$ cat config.mk
export PLATFORM = sky130hd
export DESIGN_NAME = utf8_to_utf16_stream
export DESIGN_NICKNAME = d
export VERILOG_FILES = /design/src/sv/u8u16_pkg.sv /design/src/sv/utf8_to_utf16_stream.sv /design/src/sv/u8u16_decode.sv /design/src/sv/u8u16_outq.sv
export SDC_FILE = /design/constraint.sdc
export NUM_CORES = 1
export LEC_CHECK = 0
export BUFFER_PORTS_ARGS = -buffer_cell sky130_fd_sc_hd__buf_2
export CORE_UTILIZATION = 55
export DETAILED_ROUTE_END_ITERATION = 10
export GPL_TIMING_DRIVEN = 0
export PLACE_DENSITY = 0.76
export SKIP_LAST_GASP = 1
export SYNTH_ARGS = -nofsm -noshare
export SYNTH_HDL_FRONTEND = slang
export SYNTH_HIERARCHICAL = 1
export SYNTH_SLANG_ARGS = --single-unit
$ cat constraint.sdc
create_clock -name clk -period 3.8 [get_ports clk]
set_input_delay 0.38 -clock clk [delete_from_list [all_inputs] [get_ports clk]]
set_output_delay 0.38 -clock clk [all_outputs]
set_load 0.005 [all_outputs]
$ cat src/sv/u8u16_pkg.sv
`timescale 1ns / 1ps
// ----------------------------------------------------------------------------
// u8u16_pkg
// Shared types and constants for the utf-8 to utf-16 stream transcoder.
// ----------------------------------------------------------------------------
package u8u16_pkg;

	localparam int unsigned QDEPTH = 4;
	localparam int unsigned QPTR_W = $clog2(QDEPTH);
	localparam int unsigned QCNT_W = $clog2(QDEPTH + 1);

	typedef enum logic [2:0] {
		ST_OK         = 3'd0,
		ST_STRAY_CONT = 3'd1,
		ST_MISSING    = 3'd2,
		ST_BAD_CONT   = 3'd3,
		ST_BAD_LEAD   = 3'd4
	} status_t;

	typedef struct packed {
		logic [15:0] code_unit;
		status_t     status;
		logic        run_last;
		logic        string_last;
	} result_t;

	// results produced by one decoded byte
	typedef struct packed {
		logic    push0;
		logic    push1;
		result_t r0;
		result_t r1;
	} push_t;

endpackage

$ cat src/sv/utf8_to_utf16_stream.sv
`timescale 1ns / 1ps
// ----------------------------------------------------------------------------
// utf8_to_utf16_stream
// Streaming utf-8 to utf-16 transcoder with per-byte error reporting.
// ----------------------------------------------------------------------------
// One utf-8 byte is taken per cycle while the queue has room (tlast marks
// the last byte of a string) and passes through an input register, then the
// decoder, into a four-entry result queue. A byte is taken every cycle as long
// as its results are single units and the output is ready; the output port
// moves one unit per ready cycle, so a byte yielding a surrogate pair costs
// two output transfers and the queue absorbs the difference. On an error one
// result with a nonzero status and tlast set is sent and the rest of the
// string is dropped; units already sent for that string should be discarded.
module utf8_to_utf16_stream (
	input  logic        clk,
	input  logic        arst_n,
	input  logic        s_axis_tvalid,
	output logic        s_axis_tready,
	input  logic [7:0]  s_axis_tdata,   // [7:0] in_byte
	input  logic        s_axis_tlast,   // end_of_string
	output logic        m_axis_tvalid,
	input  logic        m_axis_tready,
	output logic [15:0] m_axis_tdata,   // [15:0] code_unit
	output logic [3:0]  m_axis_tuser,   // [2:0] status, [3] run_last
	output logic        m_axis_tlast    // string_last
);

	logic               valid_s1;
	logic [7:0]         byte_s1;
	logic               eos_s1;
	logic               room;
	logic               adv;
	u8u16_pkg::push_t   push;
	u8u16_pkg::result_t out_res;

	assign adv           = valid_s1 & room;
	assign s_axis_tready = !valid_s1 | room;

	always_ff @(posedge clk or negedge arst_n) begin
		if (!arst_n) begin
			valid_s1 <= 1'b0;
		end else if (s_axis_tready) begin
			valid_s1 <= s_axis_tvalid;
		end
	end

	always_ff @(posedge clk) begin
		if (s_axis_tready & s_axis_tvalid) begin
			byte_s1 <= s_axis_tdata;
			eos_s1  <= s_axis_tlast;
		end
	end

	u8u16_decode u_decode (
		.clk     (clk),
		.arst_n  (arst_n),
		.en      (adv),
		.in_byte (byte_s1),
		.eos     (eos_s1),
		.push    (push)
	);

	u8u16_outq u_outq (
		.clk       (clk),
		.arst_n    (arst_n),
		.push      (push),
		.room      (room),
		.out_valid (m_axis_tvalid),
		.out_ready (m_axis_tready),
		.out_res   (out_res)
	);

	assign m_axis_tdata = out_res.code_unit;
	assign m_axis_tuser = {out_res.run_last, out_res.status};
	assign m_axis_tlast = out_res.string_last;

endmodule

$ cat src/sv/u8u16_decode.sv
`timescale 1ns / 1ps
// ----------------------------------------------------------------------------
// u8u16_decode
// Per-byte utf-8 decoder: character state registers plus the combinational
// step that turns one byte into zero, one or two utf-16 results.
// ----------------------------------------------------------------------------
module u8u16_decode (
	input  logic                 clk,
	input  logic                 arst_n,
	input  logic                 en,
	input  logic [7:0]           in_byte,
	input  logic                 eos,
	output u8u16_pkg::push_t     push
);

	logic [1:0]  bytes_left_q;
	logic [20:0] partial_q;
	logic        bad_q;
	logic        dropping_q;

	logic [1:0]  bytes_left_d;
	logic [20:0] partial_d;
	logic        bad_d;
	logic        dropping_d;

	logic        cont_bad;
	logic [20:0] shifted;
	logic [1:0]  left_dec;
	logic [20:0] emit_cp;
	logic [20:0] emit_v;
	logic        do_emit;
	logic        do_fail;
	u8u16_pkg::status_t fail_st;

	assign cont_bad = bad_q | (in_byte[7:6] != 2'b10);
	assign shifted  = {partial_q[14:0], in_byte[5:0]};
	assign left_dec = bytes_left_q - 2'd1;
	assign emit_v   = emit_cp - 21'h010000;

	always_comb begin
		bytes_left_d = bytes_left_q;
		partial_d    = partial_q;
		bad_d        = bad_q;
		dropping_d   = dropping_q;
		do_emit      = 1'b0;
		do_fail      = 1'b0;
		fail_st      = u8u16_pkg::ST_OK;
		emit_cp      = 21'd0;

		if (dropping_q) begin
			if (eos) begin
				dropping_d   = 1'b0;
				bytes_left_d = 2'd0;
				partial_d    = 21'd0;
				bad_d        = 1'b0;
			end
		end else if (bytes_left_q != 2'd0) begin
			// any byte counts as a continuation while a character is pending
			bytes_left_d = left_dec;
			partial_d    = shifted;
			bad_d        = cont_bad;
			if (left_dec != 2'd0) begin
				if (eos) begin
					do_fail = 1'b1;
					fail_st = u8u16_pkg::ST_MISSING;
				end
			end else if (cont_bad) begin
				do_fail = 1'b1;
				fail_st = u8u16_pkg::ST_BAD_CONT;
			end else begin
				do_emit      = 1'b1;
				emit_cp      = shifted;
				bytes_left_d = 2'd0;
				partial_d    = 21'd0;
				bad_d        = 1'b0;
			end
		end else if (!in_byte[7]) begin
			do_emit = 1'b1;
			emit_cp = {13'd0, in_byte};
		end else if (in_byte[7:6] == 2'b10) begin
			do_fail = 1'b1;
			fail_st = u8u16_pkg::ST_STRAY_CONT;
		end else if (in_byte[7:3] == 5'b11111) begin
			do_fail = 1'b1;
			fail_st = u8u16_pkg::ST_BAD_LEAD;
		end else begin
			bad_d = 1'b0;
			if (in_byte[7:5] == 3'b110) begin
				partial_d    = {16'd0, in_byte[4:0]};
				bytes_left_d = 2'd1;
			end else if (in_byte[7:4] == 4'b1110) begin
				partial_d    = {17'd0, in_byte[3:0]};
				bytes_left_d = 2'd2;
			end else begin
				partial_d    = {18'd0, in_byte[2:0]};
				bytes_left_d = 2'd3;
			end
			if (eos) begin
				do_fail = 1'b1;
				fail_st = u8u16_pkg::ST_MISSING;
			end
		end

		if (do_fail) begin
			bytes_left_d = 2'd0;
			partial_d    = 21'd0;
			bad_d        = 1'b0;
			dropping_d   = !eos;
		end
	end

	always_comb begin
		push.push0          = en & (do_emit | do_fail);
		push.push1          = 1'b0;
		push.r0.code_unit   = 16'd0;
		push.r0.status      = fail_st;
		push.r0.run_last    = 1'b1;
		push.r0.string_last = 1'b1;
		push.r1.code_unit   = {6'b110111, emit_v[9:0]};
		push.r1.status      = u8u16_pkg::ST_OK;
		push.r1.run_last    = 1'b1;
		push.r1.string_last = eos;
		if (do_emit) begin
			push.r0.status      = u8u16_pkg::ST_OK;
			push.r0.string_last = eos;
			if (emit_cp[20:16] != 5'd0) begin
				// surrogate pair, high unit first
				push.push1          = en;
				push.r0.code_unit   = {5'd0, emit_v[20:10]} | 16'hD800;
				push.r0.run_last    = 1'b0;
				push.r0.string_last = 1'b0;
			end else begin
				push.r0.code_unit = emit_cp[15:0];
			end
		end
	end

	always_ff @(posedge clk or negedge arst_n) begin
		if (!arst_n) begin
			bytes_left_q <= 2'd0;
			partial_q    <= 21'd0;
			bad_q        <= 1'b0;
			dropping_q   <= 1'b0;
		end else if (en) begin
			bytes_left_q <= bytes_left_d;
			partial_q    <= partial_d;
			bad_q        <= bad_d;
			dropping_q   <= dropping_d;
		end
	end

endmodule

$ cat src/sv/u8u16_outq.sv
`timescale 1ns / 1ps
// ----------------------------------------------------------------------------
// u8u16_outq
// Small result queue: takes up to two results a cycle from the decoder and
// hands one result a cycle to the output stream while it is ready.
// ----------------------------------------------------------------------------
module u8u16_outq (
	input  logic                 clk,
	input  logic                 arst_n,
	input  u8u16_pkg::push_t     push,
	output logic                 room,
	output logic                 out_valid,
	input  logic                 out_ready,
	output u8u16_pkg::result_t   out_res
);

	u8u16_pkg::result_t mem_q [u8u16_pkg::QDEPTH];

	logic [u8u16_pkg::QPTR_W-1:0] wr_q;
	logic [u8u16_pkg::QPTR_W-1:0] rd_q;
	logic [u8u16_pkg::QCNT_W-1:0] count_q;
	logic [u8u16_pkg::QCNT_W-1:0] n_push;
	logic                         pop;

	assign out_valid = count_q != '0;
	assign out_res   = mem_q[rd_q];
	assign pop       = out_valid & out_ready;
	// at least two free slots, so a surrogate pair always fits
	assign room      = count_q <= u8u16_pkg::QCNT_W'(u8u16_pkg::QDEPTH - 2);
	assign n_push    = u8u16_pkg::QCNT_W'(push.push0) + u8u16_pkg::QCNT_W'(push.push1);

	always_ff @(posedge clk) begin
		if (push.push0) begin
			mem_q[wr_q] <= push.r0;
		end
		if (push.push1) begin
			mem_q[wr_q + u8u16_pkg::QPTR_W'(1)] <= push.r1;
		end
	end

	always_ff @(posedge clk or negedge arst_n) begin
		if (!arst_n) begin
			wr_q    <= '0;
			rd_q    <= '0;
			count_q <= '0;
		end else begin
			wr_q    <= wr_q + n_push[u8u16_pkg::QPTR_W-1:0];
			if (pop) begin
				rd_q <= rd_q + u8u16_pkg::QPTR_W'(1);
			end
			count_q <= count_q + n_push - u8u16_pkg::QCNT_W'(pop);
		end
	end

endmodule
==> impl.org, run 1 <==
** Setup path
- Worst reg2reg path depth :: 19
- In this run the critical register-to-register path is launched from u_decode/bytes_left_q[1].
- R2r setup slk :: approximately 150 ps
- In this design, the critical path's most frequently occurring cell is sky130_fd_sc_hd__inv_1.
- Counting both buffers and inverters, the worst setup path holds a total of 6.
- For the worst setup path, the data arrival time is about 4000 ps.
- The critical path runs through a total of 19 cells.
- Required time reported for the critical path endpoint :: 4140 ps
- Master of the slowest instance on the critical path :: sky130_fd_sc_hd__fa_1
- Source of the critical timing path :: u_decode/bytes_left_q[1]
- The setup path with the least slack is of type flop to flop.
- STA classifies the critical path startpoint as a flop.
- Ordered cell list for the critical path :: inv_1, ha_2, nand4bb_1, buf_2, nor2_4, buf_6, nand2_1, ha_2, o31ai_4, and3_4, ha_1, inv_1, ha_1, inv_1, ha_1, inv_1, fa_1, xor2_1, xnor2_1
- The largest single stage delay on the critical path is roughly 430 ps.
- Crit path capture type :: flop
- In this run the worst setup path terminates at u_outq/count_q[2].
- Reg-to-reg endpoint :: u_outq/count_q[2]
- Family with the most delay on the worst path :: adder cells
- Of all nets on the critical path, the largest fanout is 10.

** Cells and area
- Area Growth Syn to Fin :: 18.1%
- At the end of the flow, the number of nets in the layout was 556.
- Leaving out fill and tap cells, the most frequent cells in the layout are 93 x sky130_fd_sc_hd__edfxtp_1, 83 x sky130_fd_sc_hd__mux2_2, 46 x sky130_fd_sc_hd__buf_2.
- The number of antenna diodes in the final layout is 0.
- Most frequent standard cell in the layout excluding fill and tap cells :: sky130_fd_sc_hd__edfxtp_1
- After routing the design area is approximately 7500 um^2.
- End-of-flow core utilization :: 67.7%
- Filler Cell Count :: 786
- Fraction of layout instances using a drive strength above 1 :: 41.9%

** Synth
- Counting flops with a built-in enable in the synthesized netlist gives slightly above 90.
- Sequential share of the synthesized area :: between 50% and 60%
- After synthesis, the mean cell area works out to 13.7 um^2.
- Library cells used by synthesis :: 55
- Cell area after synthesis :: 6320 um^2
- The Yosys step of the flow raised 6 warnings.
- Async set or reset register ratio after synthesis :: roughly 23%
- Cell types occupying the most area after synthesis :: sky130_fd_sc_hd__edfxtp_1 44%, sky130_fd_sc_hd__mux2_2 15%, sky130_fd_sc_hd__dfrtp_1 11%
- Cells after synthesis :: 463
- Number of register bits inferred by synthesis :: between 100 and 150
- Most common flop cell mapped by yosys :: sky130_fd_sc_hd__edfxtp_1
- Share of Yosys cell area claimed by the top area cell type :: between 40% and 50%
- The biggest area contributor in the post-synthesis netlist is sky130_fd_sc_hd__edfxtp_1.

** Place
- The congestion estimate from routability-driven global placement came to 0.866.
- In this run the tool buffered the top-level ports with 35 buffer cells.
- Summing all placed instances gives a cell area of 6790 um^2.
- HPWL reported at the end of detailed placement :: 8990 um

** Clock tree
- Number of buffers inserted during clock tree synthesis :: 17
- Clock slew at the register clock pins of the worst setup and hold paths :: 50 ps
- TritonCTS built the clock tree.
- Clock tree buffer depth :: 2
- Clock tree synthesis found a total of 120 sinks.
- CTS placed an instance of sky130_fd_sc_hd__clkbuf_16 at the clock tree root.
- The H-tree generated during clock tree synthesis spans 4 levels.
- Clk Latency, worst-skew pair :: 410 ps

** Power
- In this run the static leakage power is ~0.003 uW.
- Power spread over the standard cell area amounts to between 600 and 700 nW/um^2.
- After layout, the design draws a total of 5170 uW.
- IR drop worst, VDD :: 0.403 mV

** Route
- Once detail routing completed, the nets flagged for antenna violations numbered 0.
- In the routed layout, each cell is associated on average with a via count of 5.94.
- For this block, the routed nets add up to 13700 um of wire.
- Dividing the detail-routed wire length by the instance count gives 19.9 um.
- Pre-antenna DRT Iters :: 5
- For this run, design rule violations remaining after detail routing come to 0.
- Number of violations reported at the end of detailed-routing iteration 0 :: around 330
- The final route contains between 4000 and 5000 vias.

** Run
- Max-cap violations in this run came to 0.

** STA
- Aggregate negative setup slack :: 0 ps
- Setup violations remaining at the end of the flow were counted as 0.
- The clock arrives with ~6.1 ps of skew.
- Setup repair after global routing left no endpoint under its margin.
- The number of endpoints with negative hold slack in the final report is 0.
- Derived from the worst setup path, the maximum achievable clock frequency is 274 MHz.
- Slew of the pin with the lowest slew margin :: ~840 ps
- The worst path in the final design needs a cycle of 3650 ps, including I/O delays and setup.
- Final cycle utilization of the critical path :: 96.1%
- Final max-slew violation count :: 0
- Max_slew headroom :: a little over two fifths

** Min path
- The min-delay analysis places its worst path in the category primary input to flop.

** Die
- In this run the standard cell core region covers 11000 um^2.
- Floorplan die area :: 11900 um^2
- The die is 109 um tall.
- Top-Level Pins :: 36
- The die is roughly 110 um wide.
- Rows :: 38
- Starting density of the core :: 57.3%

** Outcome
- The flow ran to the end, and the final reports show no timing, DRC or antenna violations.

** Global route
- Number of global-route vias before repair :: 4096
- Initial antenna violation count :: 0
- Maximum number of pins on one net before global-route repair :: 28
- First-pass GRT wire length :: 21500 um
- Global routing finished with a remaining overflow of 0.
- Global routing used 25.3% of the available tracks.
==> flip-flops by register name, summed over array words and instances (netlist names) <==
| register | flops |
|---|---|
| byte_s1 | 8 |
| u_decode/partial_q | 15 |
| u_outq/rd_q | 2 |
| u_decode/dropping_q | 1 |
| u_outq/wr_q | 2 |
| valid_s1 | 1 |
| u_decode/bytes_left_q | 2 |
| eos_s1 | 1 |
| u_outq/count_q | 3 |
| u_decode/bad_q | 1 |
| u_outq/mem_q | 84 |
==> area by class of cell <==
| type | count | area, um^2 | share of cell area, % |
|---|---|---|---|
| clock buffer | 23 | 532 | 7.12 |
| inverter | 22 | 82.6 | 1.11 |
| tap | 140 | 175 | 2.34 |
| multi-input combinational | 291 | 2590 | 34.7 |
| buffer | 38 | 250 | 3.35 |
| sequential | 120 | 3470 | 46.4 |
| timing repair buffer | 44 | 288 | 3.85 |
| clock inverter | 9 | 83.8 | 1.12 |
==> stage by stage <==
stage          instances  hold WS [ps]  setup slack, ps
2_1_floorplan        471          84.4             91.7
3_3_place_gp         646           424            -1140
3_5_place_dp         650           428             -422
4_1_cts              685           126             31.9
5_1_grt              687           121             3.84
6_report             687           139              149
==> cells by family (layout without fill, tap and decap cells) <==
logic type	after synthesis	in the layout	share of synthesized area [%]
AOI/OAI and AO/OA	58	58	6.11
xor gates and xnor gates	7	7	0.969
adders and majority gates	9	9	1.90
buffers and inverters	60	136	5.16
DFF	120	120	54.8
muxes	109	109	23.1
other	2	10	0.119
and+or+nand+nor	98	98	7.83
==> layer usage <==
layer	vias to the layer above	part of all wire, %	GRT usage [%]
met1	2029	42	33.2
li1	1860	-	-
met4	0	1.1	8.29
met5	-	0	0
met2	177	49	40.5
met3	14	8.1	7.47
==> synthesized netlist by cell type, types with 8 or more instances <==
master	instances
sky130_fd_sc_hd__edfxtp_1	93
sky130_fd_sc_hd__mux2_2	83
sky130_fd_sc_hd__nand2_1	40
sky130_fd_sc_hd__dfrtp_1	27
sky130_fd_sc_hd__o21ai_0	23
sky130_fd_sc_hd__inv_1	22
sky130_fd_sc_hd__mux4_2	21
sky130_fd_sc_hd__buf_4	17
sky130_fd_sc_hd__nor2_1	14
sky130_fd_sc_hd__buf_2	12
sky130_fd_sc_hd__a21oi_1	10
sky130_fd_sc_hd__ha_1	8
==> what timing repair did <==
item                       in CTS  in global routing
setup buffers                   2                  2
hold buffers                    1                  0
setup endpoints to repair      40                  2
hold endpoints to repair       27                  0
gates cloned                    0                  0
resized for setup               5                  4
pin swaps                       1                  2
==> how the worst min path moves through the flow <==
stage	from	depth (start not counted)	end	slack, ps
6_report	s_axis_tdata[6]	1	byte_s1[6]	140
5_1_grt	s_axis_tdata[7]	1	byte_s1[7]	120
4_1_cts	s_axis_tdata[6]	1	byte_s1[6]	130
3_5_place_dp	arst_n	1	u_outq/count_q[0]	430
3_3_place_gp	arst_n	1	u_outq/count_q[2]	420
2_1_floorplan	arst_n	0	u_decode/bad_q	80
==> power breakdown <==
part           leakage [uW]  total [uW]  switching, uW  internal [uW]
registers           0.00121        1850            136           1710
logic               0.00147        1710            916            792
clock network      0.000293        1620            568           1050
total               0.00297        5170           1620           3550
==> worst register-to-register path: stages, from the launching register on <==
cell and delay (ps):
sky130_fd_sc_hd__dfrtp_1 380, sky130_fd_sc_hd__inv_1 100, sky130_fd_sc_hd__ha_2 240, sky130_fd_sc_hd__nand4bb_1 100, sky130_fd_sc_hd__buf_2 210, sky130_fd_sc_hd__nor2_4 180, sky130_fd_sc_hd__buf_6 160, sky130_fd_sc_hd__nand2_1 70
sky130_fd_sc_hd__ha_2 220, sky130_fd_sc_hd__o31ai_4 70, sky130_fd_sc_hd__and3_4 230, sky130_fd_sc_hd__ha_1 260, sky130_fd_sc_hd__inv_1 80, sky130_fd_sc_hd__ha_1 220, sky130_fd_sc_hd__inv_1 60, sky130_fd_sc_hd__ha_1 130
sky130_fd_sc_hd__inv_1 60, sky130_fd_sc_hd__fa_1 430, sky130_fd_sc_hd__xor2_1 230, sky130_fd_sc_hd__xnor2_1 140
(Power assumes the default switching activity.)
==> run 2: changes to the inputs <==
--- a/config.mk
+++ b/config.mk
@@ -5,11 +5,11 @@
 export SDC_FILE = /design/constraint.sdc
 export NUM_CORES = 1
 export LEC_CHECK = 0
+export ABC_AREA = 1
 export BUFFER_PORTS_ARGS = -buffer_cell sky130_fd_sc_hd__buf_2
-export CORE_UTILIZATION = 55
+export CORE_UTILIZATION = 30
 export DETAILED_ROUTE_END_ITERATION = 10
 export GPL_TIMING_DRIVEN = 0
-export PLACE_DENSITY = 0.76
 export SKIP_LAST_GASP = 1
 export SYNTH_ARGS = -nofsm -noshare
 export SYNTH_HDL_FRONTEND = slang
==> impl.org, run 2 <==
** Outcome
- Outcome: completed (unchanged).

** STA
- Clock period minus final worst setup slack :: 3540 ps (was 3650 ps)
- Max_slew headroom :: 44.1% (was 43.6%)
- The final-report setup violation count was 0 (unchanged).
- Setup repair after global routing missed its margin: false (unchanged).
- Hold Fails Final Rpt :: 0 (unchanged)
- Final cycle utilization of the critical path :: 93.1% (was 96.1%)
- Aggregate negative setup slack :: 0 ps (unchanged)
- The measured slew at the worst slew-check pin is 834 ps (was 838 ps).
- Setup skew after layout :: 11.2 ps (was 6.10 ps)
- Highest achievable clock rate :: 283 MHz (was 274 MHz)
- The total count of max-transition violations in the final report was 0 (unchanged).

** Route
- The post-detailed-route DRC marker count is 0 (unchanged).
- The post-detailed-route via-to-cell ratio is 4.74 (was 5.94).
- Pre-antenna DRT Iters :: 5 (unchanged)
- The post-detailed-routing wire length came to 18000 um (was 13700 um).
- Number of violations reported at the end of detailed-routing iteration 0 :: 444 (was 326)
- The routed via count is 5505 (was 4080).
- Number of nets with antenna violations after detailed routing :: 0 (unchanged)
- Wire per inst :: 15.5 um (was 19.9 um)

** Clock tree
- H-tree depth reported by CTS :: 4 (unchanged)
- The source-to-sink clock delay at the later pin of the worst-skew pair was 420 ps (was 410 ps).
- The clock tree root driver cell was sky130_fd_sc_hd__clkbuf_16 (unchanged).
- Sink count of the clock tree :: 120 (unchanged)
- CTS tree :: yes (unchanged)
- Clock tree buffer depth :: 2 (unchanged)
- Number of buffers inserted during clock tree synthesis :: 17 (unchanged)
- Hold bufs inserted after CTS :: 0 (was 1)
- The clock input transition at the sequential cells of the worst setup and hold paths came to 60 ps (was 50 ps).

** Setup path
- The type of the setup path with the least slack is flop to flop (unchanged).
- The launch point of the worst path is u_decode/bytes_left_q[0] (was u_decode/bytes_left_q[1]).
- Cell seen most often among critical-path stages :: sky130_fd_sc_hd__ha_1 (was sky130_fd_sc_hd__inv_1)
- RR Startpoint :: u_decode/bytes_left_q[0] (was u_decode/bytes_left_q[1])
- The arrival time at the worst endpoint is 3840 ps (was 3990 ps).
- Crit path capture type :: flop (unchanged)
- The required time reported for the critical path endpoint is 4110 ps (was 4140 ps).
- The critical path's largest stage delay was 460 ps (was 430 ps).
- Master of the slowest instance on the critical path :: sky130_fd_sc_hd__fa_1 (unchanged)
- Ordered cell list for the critical path: inv_1, ha_1, nor2_1, nand3_2, ha_1, nand3_4, nand2_4, nor2_4, ha_1, inv_1, ha_1, inv_1, ha_1, inv_1, fa_1, xor2_1, nand2_1, nand2_1 (was inv_1, ha_2, nand4bb_1, buf_2, nor2_4, buf_6, nand2_1, ha_2, o31ai_4, and3_4, ha_1, inv_1, ha_1, inv_1, ha_1, inv_1, fa_1, xor2_1, xnor2_1).
- Largest driver fanout on the critical path :: 10 (unchanged)
- Launching element type of the critical path :: flop (unchanged)

** Global route
- The remaining global-route overflow is 0 (unchanged).
- The total routing usage reported by global routing is 16.9% (was 25.3%).
- Maximum number of pins on one net before global-route repair :: 28 (unchanged)
- First-pass GRT wire length :: 28300 um (was 21500 um)
- Number of global-route vias before repair :: 5203 (was 4096)
- Initial antenna violation count :: 0 (unchanged)

** Die
- Floorplan die area :: 22500 um^2 (was 11900 um^2)
- Overall die height :: 150 um (was 109 um)
- Rows :: 53 (was 38)
- The floorplan core area was 21300 um^2 (was 11000 um^2).
- Starting density of the core :: 30.9% (was 57.3%)
- The horizontal extent of the die came to 150 um (was 109 um).
- The total I/O pin count is 36 (unchanged).

** Synth
- The top cell type's share of synthesized area came to 42.5% (was 44.2%).
- Cell types occupying the most area after synthesis :: sky130_fd_sc_hd__edfxtp_1 42%, sky130_fd_sc_hd__nand2_1 14%, sky130_fd_sc_hd__dfrtp_1 10% (was sky130_fd_sc_hd__edfxtp_1 44%, sky130_fd_sc_hd__mux2_2 15%, sky130_fd_sc_hd__dfrtp_1 11%)
- The number of synthesis warnings was 6 (unchanged).
- The mean cell area of the mapped netlist is 8.13 um^2 (was 13.7 um^2).
- The share of async-settable or async-resettable flops after synthesis was 22.5% (unchanged).
- Cell with the most instances after synthesis :: sky130_fd_sc_hd__nand2_1 (was sky130_fd_sc_hd__edfxtp_1)
- Number of register bits inferred by synthesis :: 120 (unchanged)
- Library cells used by synthesis :: 34 (was 55)
- Synth cell count leaders: 250 x sky130_fd_sc_hd__nand2_1, 134 x sky130_fd_sc_hd__o21ai_0, 93 x sky130_fd_sc_hd__edfxtp_1 (was 93 x sky130_fd_sc_hd__edfxtp_1, 83 x sky130_fd_sc_hd__mux2_2, 40 x sky130_fd_sc_hd__nand2_1).
- Synth area leader :: sky130_fd_sc_hd__edfxtp_1 (unchanged)
- The most used flip-flop cell after synthesis is sky130_fd_sc_hd__edfxtp_1 (unchanged).
- The number of enable-type register cells in the synthesized netlist came to 93 (unchanged).
- The sequential-to-total area share from yosys stat is 52.7% (was 54.8%).
- The cell count after synthesis was 809 (was 463).
- The synthesized area is 6580 um^2 (was 6320 um^2).

** Cells and area
- The register with the most flip-flops is u_outq/mem_q (unchanged).
- The number of flip-flops under the largest register name is 84 (unchanged).
- Fraction of layout instances using a drive strength above 1 :: 14.6% (was 41.9%)
- Filler Cell Count :: 2178 (was 786)
- Area Growth Syn to Fin :: 19.2% (was 18.1%)
- Most frequent standard cell in the layout excluding fill and tap cells :: sky130_fd_sc_hd__nand2_1 (was sky130_fd_sc_hd__edfxtp_1)
- The multi-input gate area in the final layout was 2560 um^2 (was 2590 um^2).
- The post-layout net count came to 895 (was 556).
- Commonest non-fill, non-tap cells in the layout :: 246 x sky130_fd_sc_hd__nand2_1, 134 x sky130_fd_sc_hd__o21ai_0, 93 x sky130_fd_sc_hd__edfxtp_1 (was 93 x sky130_fd_sc_hd__edfxtp_1, 83 x sky130_fd_sc_hd__mux2_2, 46 x sky130_fd_sc_hd__buf_2)
- The post-layout instance area is 7840 um^2 (was 7470 um^2).
- Antenna diode count :: 0 (unchanged)
- Biggest registers after layout :: u_outq/mem_q x84, u_decode/partial_q x15, byte_s1 x8 (unchanged)
- The area occupied by registers came to 3470 um^2 (unchanged).
- Final cell count without fillers :: 1161 (was 687)

** Run
- Total of max-cap violations :: 0 (unchanged)

** Place
- The count of buffers inserted at the top-level ports is 35 (unchanged).
- HPWL reported at the end of detailed placement :: 12400 um (was 8990 um)
- Number of placed cells counting well taps :: 1127 (was 650)
- GP Congestion :: 0.880 (was 0.866)
- Placement Cell Area :: 7120 um^2 (was 6790 um^2)

** Power
- IR drop worst, VDD :: 0.315 mV (was 0.403 mV)
- Static Leak :: 0.00344 uW (was 0.00297 uW)
- Power density of the placed cells :: 753 nW/um^2 (was 692 nW/um^2)
- Power after layout :: 5900 uW (was 5170 uW)

** Min path
- The path class of the lowest-slack min-delay path was primary input to async pin (was primary input to flop).
-- run 2: logic make-up after synthesis --
logic type	after synthesis	synth area share [%]
other	2	0.114
and+or+nand+nor	376	23.5
adders and majority gates	9	1.83
buffers and inverters	143	9.34
AOI/OAI and AO/OA	156	12.1
DFF	120	52.7
xor gates and xnor gates	3	0.400
-- run 2: stage by stage --
step	setup slack [ps]	hold slack [ps]	utilization [%]
floorplan	256	84.4	-
global placement	-346	463	33.5
detailed placement	-382	472	33.5
CTS	23.0	28.3	36.7
global route	45.4	66.0	36.8
finish	263	12.4	36.8
-- run 2: timing repair --
action                                  in CTS  in global routing
endpoints found under the setup margin      86                 23
resized for setup                            7                  4
setup buffers                                0                  2
pin swaps                                    0                  1
cloned                                       0                  0
-- run 2: per-layer routing --
metal | track usage, % | vias up | routed length [um]
met4 | 5.96 | 0 | 348
met1 | 22.8 | 2546 | 8590
met3 | 3.23 | 27 | 987
met5 | 0 | - | 0
li1 | - | 2748 | -
met2 | 27.1 | 184 | 8070
-- run 2: critical path, delay by kind of cell (launching register included) --
kind	cells	cell delay (ps)
flip-flops	1	370
buffers and inverters	4	230
AND/OR/NAND/NOR	7	1050
adder cells (fa/ha/maj)	6	1610
XOR/XNOR	1	160
-- run 2: path summary, 6_finish.rpt --
kind | endpoint | slack (ps) | cells past startpoint
worst max-delay path | u_outq/count_q[2] | 260 | 18
worst min-delay path | u_decode/partial_q[3] | 10 | 1
worst max register to register | u_outq/count_q[2] | 260 | 18
worst min register to register | u_outq/rd_q[1] | 480 | 2
max in group asynchronous | u_decode/partial_q[13] | 3340 | 1
min in group clk | byte_s1[6] | 140 | 1
-- run 2: final cells by class --
cell class / instances / area share, %
Inverter: 95 / 4.55
Clock buffer: 18 / 5.60
Multi-Input combinational cell: 554 / 32.7
Sequential cell: 120 / 44.2
Buffer: 48 / 3.29
Timing Repair Buffer: 37 / 2.43
Tap cell: 275 / 4.39
Clock inverter: 14 / 2.81
-- run 2: power by group --
group          switching [uW]  internal [uW]  total [uW]
combinational            1490            688        2180
clock                     611           1190        1800
sequential                140           1790        1930
total                    2240           3660        5900
